===== src/hw/rtl/joystick_axis_to_step_rate_top_macros.svh =====
// Assertion helpers shared by the joystick step-rate RTL.
// Each expects clk and rst_n in scope of the using module.
`ifndef JOYSTICK_AXIS_TO_STEP_RATE_TOP_MACROS_SVH
`define JOYSTICK_AXIS_TO_STEP_RATE_TOP_MACROS_SVH

// Same-cycle implication, switched off while reset is held
`define JSR_ASSERT_IMP(name, ante, cons, msg) \
  name: assert property (@(posedge clk) disable iff (!rst_n) (ante) |-> (cons)) \
    else $error(msg);

// Next-cycle implication, switched off while reset is held
`define JSR_ASSERT_NXT(name, ante, cons, msg) \
  name: assert property (@(posedge clk) disable iff (!rst_n) (ante) |=> (cons)) \
    else $error(msg);

`endif


===== src/hw/rtl/jsr_pkg.sv =====
`default_nettype none

package jsr_pkg;

  // Sample averaging
  localparam int SAMPLE_W            = 12;
  localparam int SAMPLES_PER_READING = 8;
  localparam int SAMPLE_SHIFT        = 3;
  localparam int SUM_W               = SAMPLE_W + SAMPLE_SHIFT;
  localparam int IDX_W               = 3;
  localparam logic [SAMPLE_W-1:0] ADC_MAX = 12'hFFF;

  // Calibration
  localparam int CAL_READINGS = 25;
  localparam int CAL_SUM_W    = 17;
  localparam int CAL_IDX_W    = 5;
  localparam int TRAVEL_W     = 13;

  // Register widths
  localparam int DZ_W  = 11;
  localparam int IVL_W = 16;

  // Configuration register indexes
  localparam int CFG_IDX_W = 2;
  localparam logic [CFG_IDX_W-1:0] REG_DEAD_ZONE = 2'd0;
  localparam logic [CFG_IDX_W-1:0] REG_SLOWEST   = 2'd1;
  localparam logic [CFG_IDX_W-1:0] REG_FASTEST   = 2'd2;
  localparam logic [CFG_IDX_W-1:0] REG_INVERT    = 2'd3;

  // Register reset values
  localparam logic [DZ_W-1:0]  DEAD_ZONE_RST = 11'd400;
  localparam logic [IVL_W-1:0] SLOWEST_RST   = 16'd6000;
  localparam logic [IVL_W-1:0] FASTEST_RST   = 16'd1200;

  // Divider geometry: range (16 b) times clamped travel (11 b)
  localparam int DVD_W     = 27;
  localparam int DVS_W     = 11;
  localparam int DIV_CNT_W = 5;

  typedef struct packed {
    logic             start;
    logic [DVD_W-1:0] dividend;
    logic [DVS_W-1:0] divisor;
  } div_req_t;

  typedef struct packed {
    logic             done;
    logic [DVD_W-1:0] quotient;
  } div_rsp_t;

endpackage

`default_nettype wire


===== src/hw/rtl/jsr_div.sv =====
`default_nettype none

// Restoring divider, one quotient bit per cycle
module jsr_div (
  input  wire logic             clk,
  input  wire logic             rst_n,
  input  wire jsr_pkg::div_req_t req,
  output jsr_pkg::div_rsp_t     rsp
);

  logic [jsr_pkg::DVD_W-1:0]     dvd_r, dvd_nxt;
  logic [jsr_pkg::DVS_W-1:0]     dvs_r, dvs_nxt;
  logic [jsr_pkg::DVS_W-1:0]     rem_r, rem_nxt;
  logic [jsr_pkg::DIV_CNT_W-1:0] cnt_r, cnt_nxt;
  logic                          busy_r, busy_nxt;
  logic                          done_r, done_nxt;
  logic [jsr_pkg::DVS_W:0]       rem_sh;
  logic                          ge;

  // Shift in the next dividend bit and trial-subtract
  always_comb begin
    rem_sh   = {rem_r, dvd_r[jsr_pkg::DVD_W-1]};
    ge       = (rem_sh >= {1'b0, dvs_r});
    dvd_nxt  = dvd_r;
    dvs_nxt  = dvs_r;
    rem_nxt  = rem_r;
    cnt_nxt  = cnt_r;
    busy_nxt = busy_r;
    done_nxt = 1'b0;
    if (req.start) begin
      dvd_nxt  = req.dividend;
      dvs_nxt  = req.divisor;
      rem_nxt  = '0;
      cnt_nxt  = jsr_pkg::DIV_CNT_W'(jsr_pkg::DVD_W);
      busy_nxt = 1'b1;
    end else if (busy_r) begin
      rem_nxt = ge ? jsr_pkg::DVS_W'(rem_sh - {1'b0, dvs_r}) : rem_sh[jsr_pkg::DVS_W-1:0];
      dvd_nxt = {dvd_r[jsr_pkg::DVD_W-2:0], ge};
      cnt_nxt = cnt_r - 1'b1;
      if (cnt_r == jsr_pkg::DIV_CNT_W'(1)) begin
        busy_nxt = 1'b0;
        done_nxt = 1'b1;
      end
    end
  end

  always_ff @(posedge clk) begin
    if (!rst_n) begin
      busy_r <= 1'b0;
      done_r <= 1'b0;
      cnt_r  <= '0;
    end else begin
      busy_r <= busy_nxt;
      done_r <= done_nxt;
      cnt_r  <= cnt_nxt;
    end
  end

  always_ff @(posedge clk) begin
    dvd_r <= dvd_nxt;
    dvs_r <= dvs_nxt;
    rem_r <= rem_nxt;
  end

  assign rsp.done     = done_r;
  assign rsp.quotient = dvd_r;

endmodule

`default_nettype wire


===== src/hw/rtl/joystick_axis_to_step_rate_top.sv =====
`default_nettype none
// Joystick axis to step-rate mapper.
// in_*  : one raw 12-bit converter sample per request. Every eight samples form
//         one averaged reading. The first 25 readings after reset calibrate the
//         centre and give no result; each later reading gives one out_ request.
// out_* : moving, forward, interval_us, motion_changed, travel_fault.
// cfg_* : register writes (dead zone, slowest, fastest, invert), always ready;
//         write them only while no reading is in progress.
// Flow: samples that do not close a group are taken without a stall, as are the
// closing samples of the first 24 calibration readings. Any other eighth sample
// holds in_tready low while the reading is processed: evaluate and write back
// when the stick is inside the dead zone or travel is faulty; evaluate, clamp,
// multiply, divide in the bit-serial divider and write back when moving; and the
// centre division at the end of calibration. The divider is shared by both uses.
// Output: one register; a stalled result holds until out_tready, and the block
// keeps taking samples meanwhile, stalling only when the next result is ready.
// Reset (rst_n low, synchronous) clears all sums, the calibration and the
// output, and restores the register defaults.
`include "joystick_axis_to_step_rate_top_macros.svh"

module joystick_axis_to_step_rate_top (
  input  wire logic        clk,
  input  wire logic        rst_n,
  input  wire logic        in_tvalid,
  output logic             in_tready,
  input  wire logic [15:0] in_tdata,   // [11:0] adc_sample
  output logic             out_tvalid,
  input  wire logic        out_tready,
  output logic [23:0]      out_tdata,  // [0] moving, [1] forward, [17:2] interval_us,
                                       // [18] motion_changed, [19] travel_fault
  input  wire logic        cfg_valid,
  output logic             cfg_ready,
  input  wire logic [jsr_pkg::CFG_IDX_W-1:0] cfg_index,
  input  wire logic [15:0] cfg_data
);

  localparam logic [2:0] ST_IDLE = 3'd0;
  localparam logic [2:0] ST_EVAL = 3'd1;
  localparam logic [2:0] ST_PREP = 3'd2;
  localparam logic [2:0] ST_MUL  = 3'd3;
  localparam logic [2:0] ST_DIV  = 3'd4;
  localparam logic [2:0] ST_WB   = 3'd5;

  // Configuration
  logic [jsr_pkg::DZ_W-1:0]  dead_zone_r;
  logic [jsr_pkg::IVL_W-1:0] slowest_r;
  logic [jsr_pkg::IVL_W-1:0] fastest_r;
  logic                      invert_r;

  // Sequencer and state
  logic [2:0]                         state_r, state_nxt;
  logic [jsr_pkg::SUM_W-1:0]          sum_r, sum_nxt;
  logic [jsr_pkg::IDX_W-1:0]          idx_r, idx_nxt;
  logic [jsr_pkg::CAL_SUM_W-1:0]      cal_sum_r, cal_sum_nxt;
  logic [jsr_pkg::CAL_IDX_W-1:0]      cal_idx_r, cal_idx_nxt;
  logic                               calibrated_r, calibrated_nxt;
  logic [jsr_pkg::SAMPLE_W-1:0]       centre_r, centre_nxt;
  logic signed [jsr_pkg::TRAVEL_W-1:0] travel_r, travel_nxt;
  logic                               was_moving_r, was_moving_nxt;
  logic                               div_cal_r, div_cal_nxt;
  jsr_pkg::div_req_t                  div_req_r, div_req_nxt;
  jsr_pkg::div_rsp_t                  div_rsp;

  // Per-reading working registers
  logic [jsr_pkg::SAMPLE_W-1:0] reading_r, reading_nxt;
  logic [jsr_pkg::SAMPLE_W-1:0] defl_r, defl_nxt;
  logic [jsr_pkg::DVS_W-1:0]    clamped_r, clamped_nxt;
  logic                         mov_r, mov_nxt;
  logic                         fwd_r, fwd_nxt;
  logic                         fault_r, fault_nxt;
  logic [jsr_pkg::IVL_W-1:0]    ivl_r, ivl_nxt;

  // Output register
  logic                      out_valid_r, out_valid_nxt;
  logic                      out_moving_r, out_fwd_r, out_chg_r, out_fault_r;
  logic [jsr_pkg::IVL_W-1:0] out_ivl_r;
  logic                      out_load;

  // Combinational helpers
  logic                           in_acc;
  logic [jsr_pkg::SUM_W-1:0]      sample_sum;
  logic [jsr_pkg::SAMPLE_W-1:0]   reading;
  logic [jsr_pkg::CAL_SUM_W-1:0]  cal_add;
  logic signed [jsr_pkg::TRAVEL_W-1:0] offset;
  logic [jsr_pkg::SAMPLE_W-1:0]   defl;
  logic                           fault, moving;
  logic [jsr_pkg::SAMPLE_W-1:0]   beyond;
  logic [jsr_pkg::SAMPLE_W-1:0]   other, short_side;
  logic [jsr_pkg::IVL_W-1:0]      range;
  logic [jsr_pkg::SAMPLE_W-1:0]   centre_q;

  assign in_tready = (state_r == ST_IDLE);
  assign in_acc    = in_tvalid && in_tready;
  assign cfg_ready = 1'b1;

  // Take configuration writes
  always_ff @(posedge clk) begin
    if (!rst_n) begin
      dead_zone_r <= jsr_pkg::DEAD_ZONE_RST;
      slowest_r   <= jsr_pkg::SLOWEST_RST;
      fastest_r   <= jsr_pkg::FASTEST_RST;
      invert_r    <= 1'b0;
    end else if (cfg_valid && cfg_ready) begin
      unique case (cfg_index)
        jsr_pkg::REG_DEAD_ZONE: dead_zone_r <= cfg_data[jsr_pkg::DZ_W-1:0];
        jsr_pkg::REG_SLOWEST:   slowest_r   <= cfg_data;
        jsr_pkg::REG_FASTEST:   fastest_r   <= cfg_data;
        jsr_pkg::REG_INVERT:    invert_r    <= cfg_data[0];
      endcase
    end
  end

  // Arithmetic used by the sequencer steps
  always_comb begin
    sample_sum = sum_r + jsr_pkg::SUM_W'(in_tdata[jsr_pkg::SAMPLE_W-1:0]);
    reading    = jsr_pkg::SAMPLE_W'(sample_sum >> jsr_pkg::SAMPLE_SHIFT);
    cal_add    = cal_sum_r + jsr_pkg::CAL_SUM_W'(reading);
    offset     = $signed({1'b0, reading_r}) - $signed({1'b0, centre_r});
    defl       = offset[jsr_pkg::TRAVEL_W-1] ? jsr_pkg::SAMPLE_W'(-offset)
                                             : jsr_pkg::SAMPLE_W'(offset);
    fault      = (travel_r <= 0);
    moving     = !fault && (defl > {1'b0, dead_zone_r});
    beyond     = defl_r - {1'b0, dead_zone_r};
    range      = (slowest_r >= fastest_r) ? (slowest_r - fastest_r) : '0;
    centre_q   = div_rsp.quotient[jsr_pkg::SAMPLE_W-1:0];
    other      = jsr_pkg::ADC_MAX - centre_q;
    short_side = (centre_q < other) ? centre_q : other;
  end

  // Step the sequencer
  always_comb begin
    state_nxt      = state_r;
    sum_nxt        = sum_r;
    idx_nxt        = idx_r;
    cal_sum_nxt    = cal_sum_r;
    cal_idx_nxt    = cal_idx_r;
    calibrated_nxt = calibrated_r;
    centre_nxt     = centre_r;
    travel_nxt     = travel_r;
    was_moving_nxt = was_moving_r;
    div_cal_nxt    = div_cal_r;
    div_req_nxt    = div_req_r;
    div_req_nxt.start = 1'b0;
    reading_nxt    = reading_r;
    defl_nxt       = defl_r;
    clamped_nxt    = clamped_r;
    mov_nxt        = mov_r;
    fwd_nxt        = fwd_r;
    fault_nxt      = fault_r;
    ivl_nxt        = ivl_r;
    out_load       = 1'b0;
    unique case (state_r)
      ST_IDLE: begin
        if (in_acc) begin
          if (idx_r == jsr_pkg::IDX_W'(jsr_pkg::SAMPLES_PER_READING - 1)) begin
            sum_nxt     = '0;
            idx_nxt     = '0;
            reading_nxt = reading;
            if (calibrated_r) begin
              state_nxt = ST_EVAL;
            end else begin
              cal_sum_nxt = cal_add;
              cal_idx_nxt = cal_idx_r + 1'b1;
              if (cal_idx_r == jsr_pkg::CAL_IDX_W'(jsr_pkg::CAL_READINGS - 1)) begin
                div_req_nxt.start    = 1'b1;
                div_req_nxt.dividend = jsr_pkg::DVD_W'(cal_add);
                div_req_nxt.divisor  = jsr_pkg::DVS_W'(jsr_pkg::CAL_READINGS);
                div_cal_nxt          = 1'b1;
                state_nxt            = ST_DIV;
              end
            end
          end else begin
            sum_nxt = sample_sum;
            idx_nxt = idx_r + 1'b1;
          end
        end
      end
      ST_EVAL: begin
        defl_nxt  = defl;
        mov_nxt   = moving;
        fault_nxt = fault;
        fwd_nxt   = moving && ((!offset[jsr_pkg::TRAVEL_W-1] && (offset != 0)) ^ invert_r);
        ivl_nxt   = '0;
        state_nxt = moving ? ST_PREP : ST_WB;
      end
      ST_PREP: begin
        // travel is known positive here, so its low bits hold it
        clamped_nxt = (beyond < {1'b0, travel_r[jsr_pkg::DVS_W-1:0]}) ?
                      beyond[jsr_pkg::DVS_W-1:0] : travel_r[jsr_pkg::DVS_W-1:0];
        state_nxt   = ST_MUL;
      end
      ST_MUL: begin
        div_req_nxt.start    = 1'b1;
        div_req_nxt.dividend = jsr_pkg::DVD_W'(range * clamped_r);
        div_req_nxt.divisor  = travel_r[jsr_pkg::DVS_W-1:0];
        div_cal_nxt          = 1'b0;
        state_nxt            = ST_DIV;
      end
      ST_DIV: begin
        if (div_rsp.done) begin
          if (div_cal_r) begin
            centre_nxt     = centre_q;
            travel_nxt     = $signed({1'b0, short_side}) - $signed({2'b00, dead_zone_r});
            calibrated_nxt = 1'b1;
            state_nxt      = ST_IDLE;
          end else begin
            ivl_nxt   = slowest_r - div_rsp.quotient[jsr_pkg::IVL_W-1:0];
            state_nxt = ST_WB;
          end
        end
      end
      ST_WB: begin
        if (!out_valid_r || out_tready) begin
          out_load       = 1'b1;
          was_moving_nxt = mov_r;
          state_nxt      = ST_IDLE;
        end
      end
      default: state_nxt = ST_IDLE;
    endcase
  end

  // Hold a result until taken; load the next one behind it
  always_comb begin
    out_valid_nxt = out_valid_r;
    if (out_tready) out_valid_nxt = 1'b0;
    if (out_load)   out_valid_nxt = 1'b1;
  end

  always_ff @(posedge clk) begin
    if (!rst_n) begin
      state_r      <= ST_IDLE;
      sum_r        <= '0;
      idx_r        <= '0;
      cal_sum_r    <= '0;
      cal_idx_r    <= '0;
      calibrated_r <= 1'b0;
      centre_r     <= '0;
      travel_r     <= '0;
      was_moving_r <= 1'b0;
      div_cal_r    <= 1'b0;
      div_req_r    <= '0;
      out_valid_r  <= 1'b0;
    end else begin
      state_r      <= state_nxt;
      sum_r        <= sum_nxt;
      idx_r        <= idx_nxt;
      cal_sum_r    <= cal_sum_nxt;
      cal_idx_r    <= cal_idx_nxt;
      calibrated_r <= calibrated_nxt;
      centre_r     <= centre_nxt;
      travel_r     <= travel_nxt;
      was_moving_r <= was_moving_nxt;
      div_cal_r    <= div_cal_nxt;
      div_req_r    <= div_req_nxt;
      out_valid_r  <= out_valid_nxt;
    end
  end

  // Working and result payload
  always_ff @(posedge clk) begin
    reading_r <= reading_nxt;
    defl_r    <= defl_nxt;
    clamped_r <= clamped_nxt;
    mov_r     <= mov_nxt;
    fwd_r     <= fwd_nxt;
    fault_r   <= fault_nxt;
    ivl_r     <= ivl_nxt;
    if (out_load) begin
      out_moving_r <= mov_r;
      out_fwd_r    <= fwd_r;
      out_ivl_r    <= ivl_r;
      out_chg_r    <= mov_r ^ was_moving_r;
      out_fault_r  <= fault_r;
    end
  end

  jsr_div u_div (
    .clk   (clk),
    .rst_n (rst_n),
    .req   (div_req_r),
    .rsp   (div_rsp)
  );

  assign out_tvalid = out_valid_r;
  assign out_tdata  = {4'b0000, out_fault_r, out_chg_r, out_ivl_r, out_fwd_r, out_moving_r};

  `JSR_ASSERT_IMP(a_move_no_fault, out_valid_r, !(out_moving_r && out_fault_r), "moving with travel fault")
  `JSR_ASSERT_IMP(a_still_zero, out_valid_r && !out_moving_r, !out_fwd_r && (out_ivl_r == '0), "idle result not zeroed")
  `JSR_ASSERT_NXT(a_cal_sticky, calibrated_r, calibrated_r, "calibration lost")
  `JSR_ASSERT_IMP(a_done_in_div, div_rsp.done, state_r == ST_DIV, "divider finished outside divide step")

endmodule

`default_nettype wire

===== config.mk =====
export PLATFORM = sky130hd
export DESIGN_NAME = joystick_axis_to_step_rate_top
export DESIGN_NICKNAME = d
export VERILOG_FILES = /design/src/hw/rtl/jsr_pkg.sv /design/src/hw/rtl/jsr_div.sv /design/src/hw/rtl/joystick_axis_to_step_rate_top.sv
export VERILOG_INCLUDE_DIRS = /design/src /design/src/hw/rtl
export SDC_FILE = /design/constraint.sdc
export NUM_CORES = 1
export LEC_CHECK = 0
export BUFFER_PORTS_ARGS = -buffer_cell sky130_fd_sc_hd__buf_2
export CORE_ASPECT_RATIO = 0.7
export CORE_MARGIN = 4
export CORE_UTILIZATION = 50
export CTS_CLUSTER_SIZE = 16
export DETAILED_ROUTE_END_ITERATION = 12
export PLACE_DENSITY = 0.73
export SYNTH_ARGS = -nofsm -noshare
export SYNTH_HDL_FRONTEND = slang
export SYNTH_SLANG_ARGS = --single-unit

===== constraint.sdc =====
create_clock -name clk -period 10.8 [get_ports clk]
set_clock_uncertainty 0.2 [all_clocks]
set_input_delay 2.16 -clock clk [delete_from_list [all_inputs] [get_ports clk]]
set_output_delay 2.16 -clock clk [all_outputs]
set_load 0.005 [all_outputs]

==> impl_results.md <==
* Minimum period implied by the final worst setup slack at 9610 ps
* Most frequent cell on the critical path: sky130_fd_sc_hd__fa_1
* Kind of path behind the tightest hold check: reg2reg
* Smallest setup slack after layout at 1190 ps
* Net Sw Frac at 42.8%
* Bufs on Longest Clock Path at 3
* Horizontal die dimension at 255 um
* Headroom to the max-slew limit at 14.8%
* Sw power at 2000 uW
* DR vias at 16800
* Detailed-route wire length per cell at 18.9 um
* Top-Level Pins at 66
* Start point of the critical path: slowest_r[0]
* Leading cell type in the layout, fill and taps excluded: sky130_fd_sc_hd__nand2_1
* Signed area change from the synthesized netlist to the final layout at 7.96%
* Clock root buffer: sky130_fd_sc_hd__clkbuf_16
* Number of hold buffers added after cts at 0
* Setup bufs post-CTS at 0
* Post-DP HPWL at 45200 um
* Maximum fanout encountered on the critical timing path at 26
* Post-synthesis cell area at 21400 um^2
* Asr flop ratio synth at 0%
* Worst skew pair latency at 560 ps
* CP endpoint: div_req_r[36]
* Post-synthesis cell count at 2402
* Setup_tns at 0 ps
* Floorplan die area at 46300 um^2
* Status: complete, no violations
* Pin count of the biggest net entering global routing at 63
* Combinational cell fraction of total power at 52.9%
* Internal Power at 2680 uW
* Worst hold path stage count at 0
* Worst-margin pin slew at 1270 ps
* Number of flops mapped to enable cells by yosys at 112
* Clock network power share at 22.2%
* Clock-pin slew of the registers on the worst-case setup and hold paths at 70 ps
* Antenna diode count at 0
* Buffers and inverters on the worst path at 5
* Crit path arrival time at 9840 ps
* Post-synth top flop: sky130_fd_sc_hd__dfxtp_1
* Aggregate global-route resource usage at 24.1%
* Remaining number of nets flagged by the antenna check after routing at 0
* Starting density of the core at 50.6%
* Count of cell instances traversed by the critical path at 33
* Final hold violation count at 0
* Slack of the worst reg-to-reg path at 1190 ps
* First-pass iteration count of the detailed router at 5
* # setup viols final at 0
* Crit path largest cell delay at 870 ps
* Finished Cell Area at 23100 um^2
* Logic depth of the worst register-to-register path at 33
* Total congestion overflow after global routing at 0
* Power per Cell Area at 202 nW/um^2
* Number of rows in the core area at 63
* Kind of critical path: reg2reg
* Post-cts resize count at 0
* Flop pwr share at 24.9%
* Worst flop-to-flop path endpoint: div_req_r[36]
* R2R Path Start: slowest_r[0]
* Unrepaired setup endpoints after global routing: false
* Number of vias per cell at 5.62
* Nets at 2782
* Slowest stage cell, crit path: sky130_fd_sc_hd__o21ai_2
* Element type at the critical path end: flip-flop
* Count of distinct cell types in the synthesized netlist at 75
* VDD IR-drop max at 0.000193 V
* Post-route fraction of the period consumed by the critical path at 89.0%
* Routability cong. at 0.985
* # port buffers at 56
* Final max-slew violation count at 0
* Clock tree from TritonCTS: done
* DRC at 0
* CTS H-tree depth at 1
* Fraction of layout instances using a drive strength above 1 at 6.23%
* Iteration-0 DRC count of the detailed router at 1568
* Routed wire length at 56600 um
* Top achievable clock speed at 104 MHz
* Top library cells by usage in the layout, fill and taps aside: sky130_fd_sc_hd__nand2_1 (350), sky130_fd_sc_hd__inv_1 (293), sky130_fd_sc_hd__ha_1 (193)
* Yosys warning total at 0
* Register bit total from synthesis at 285
* Number of buffers inserted during clock tree synthesis at 28
* Average cell area after synthesis at 8.92 um^2
* Placed cell area at 22200 um^2
* CP Data Required Time at 11030 ps
* Number of antenna violations at the first check in global routing at 0
* Portion of the post-synthesis area used by sequential elements at 31.9%
* Die Height at 181 um
* Number of clock sinks at 285
* Startpoint Class: flip-flop
* Family with the most delay on the worst path: compound AO/OA/AOI/OAI gates
* Count of max-cap constraint violations at 0
* Standby leakage power at 0.0101 uW
* First-pass GRT wire length at 90300 um
* Placeable core area at 42300 um^2
* Setup slack at placement at 1380 ps
* Number of global-route vias before repair at 16400
[worst min path at each step]
stage	startpoint	endpoint	slack (ps)
floorplan	fault_r	out_fault_r	200
global placement	ivl_r[12]	out_ivl_r[12]	200
detailed placement	ivl_r[6]	out_ivl_r[6]	210
CTS	ivl_r[4]	out_ivl_r[4]	220
global route	ivl_r[4]	out_ivl_r[4]	230
finish	fault_r	out_fault_r	220
[layer usage]
metal,wire length (um),global-route usage (%)
met3,5610,6.00
met2,22800,34.7
met1,27100,37.2
met5,0,0
met4,1090,4.10
[power by group through the flow]
stage                     Clock [uW]  Sequential [uW]  Combinational, uW
final                           1040             1170               2480
after detailed placement           0             1190               2370
after global routing            1110             1170               2740
after global placement             0             1190               2340
after CTS                       1060             1170               2400
after floorplan                    0             1180               1660
[sequential cells by signal, indices dropped and copies added (netlist names), 3 cells and up]
register,flops
cal_idx_r,5
cal_sum_r,17
centre_r,12
clamped_r,11
dead_zone_r,11
defl_r,12
div_req_r,39
fastest_r,16
idx_r,3
ivl_r,16
out_ivl_r,16
reading_r,12
slowest_r,16
state_r,3
sum_r,15
travel_r,13
u_div.cnt_r,5
u_div.dvd_r,27
u_div.dvs_r,11
u_div.rem_r,11
[cell families after synthesis]
family / synth area share (%)
flip-flops: 31.9
buffers and inverters: 6.89
other: 0.0350
AND/OR/NAND/NOR: 16.1
XOR/XNOR: 5.64
multiplexers: 1.83
AO/OA/AOI/OAI: 14.0
adder cells (fa/ha/maj): 23.7
[synth_stat cells, types with 7 or more instances]
library cell               number  area share, %
sky130_fd_sc_hd__dfxtp_1      173             16
sky130_fd_sc_hd__nor2_1       185            3.2
sky130_fd_sc_hd__a21o_1        42            1.5
sky130_fd_sc_hd__nor3_1        28           0.65
sky130_fd_sc_hd__mux2_1        10           0.53
sky130_fd_sc_hd__a211oi_1      12           0.42
sky130_fd_sc_hd__o21ai_1       36           0.84
sky130_fd_sc_hd__edfxtp_1     112             16
sky130_fd_sc_hd__mux2i_1       11           0.51
sky130_fd_sc_hd__a31oi_1       10           0.29
sky130_fd_sc_hd__and2_1        35            1.0
sky130_fd_sc_hd__a21boi_0      39            1.4
sky130_fd_sc_hd__a21oi_1      121            2.8
sky130_fd_sc_hd__nand3_1       40           0.93
sky130_fd_sc_hd__nor3b_1        7           0.25
sky130_fd_sc_hd__and3_1        13           0.38
sky130_fd_sc_hd__a22oi_1       14           0.49
sky130_fd_sc_hd__ha_1         193             11
sky130_fd_sc_hd__nand2_1      350            6.1
sky130_fd_sc_hd__fa_1         133             12
sky130_fd_sc_hd__o21bai_1      13           0.46
sky130_fd_sc_hd__o21ai_0       59            1.4
sky130_fd_sc_hd__nor4_1         7           0.20
sky130_fd_sc_hd__buf_4          9           0.32
sky130_fd_sc_hd__or2_2          8           0.23
sky130_fd_sc_hd__o211ai_1      19           0.67
sky130_fd_sc_hd__clkbuf_1      69            1.2
sky130_fd_sc_hd__nor2b_1       37            1.1
sky130_fd_sc_hd__a221oi_1       9           0.37
sky130_fd_sc_hd__inv_1        293            5.1
sky130_fd_sc_hd__o31ai_1       12           0.42
sky130_fd_sc_hd__xor2_1        60            2.5
sky130_fd_sc_hd__buf_1          7           0.12
sky130_fd_sc_hd__nand4_1       15           0.44
sky130_fd_sc_hd__mux2_2        15           0.79
sky130_fd_sc_hd__a21boi_1      16           0.56
sky130_fd_sc_hd__xnor2_1       78            3.2
sky130_fd_sc_hd__o21a_1        25           0.88
sky130_fd_sc_hd__nand2b_1      23           0.67
[final cells by class]
cell class,instances,area [um^2]
clock buffer,37,796
clock inverter,15,181
fill,3784,19200
inverter,294,1100
multi-input combinational,1737,13100
sequential,285,6830
tap,552,691
timing repair buffer,71,393
[stage by stage]
step / instances / total power, uW / hold WS, ps / util (%)
2_1_floorplan: 2405 / 2840 / 200 / -
3_3_place_gp: 2939 / 3530 / 202 / 52.3
3_5_place_dp: 2939 / 3560 / 205 / 52.3
4_1_cts: 2991 / 4620 / 221 / 54.7
5_1_grt: 2991 / 5010 / 229 / 54.7
6_report: 2991 / 4680 / 220 / 54.7
Note: power is estimated with default switching activity, not from simulation.
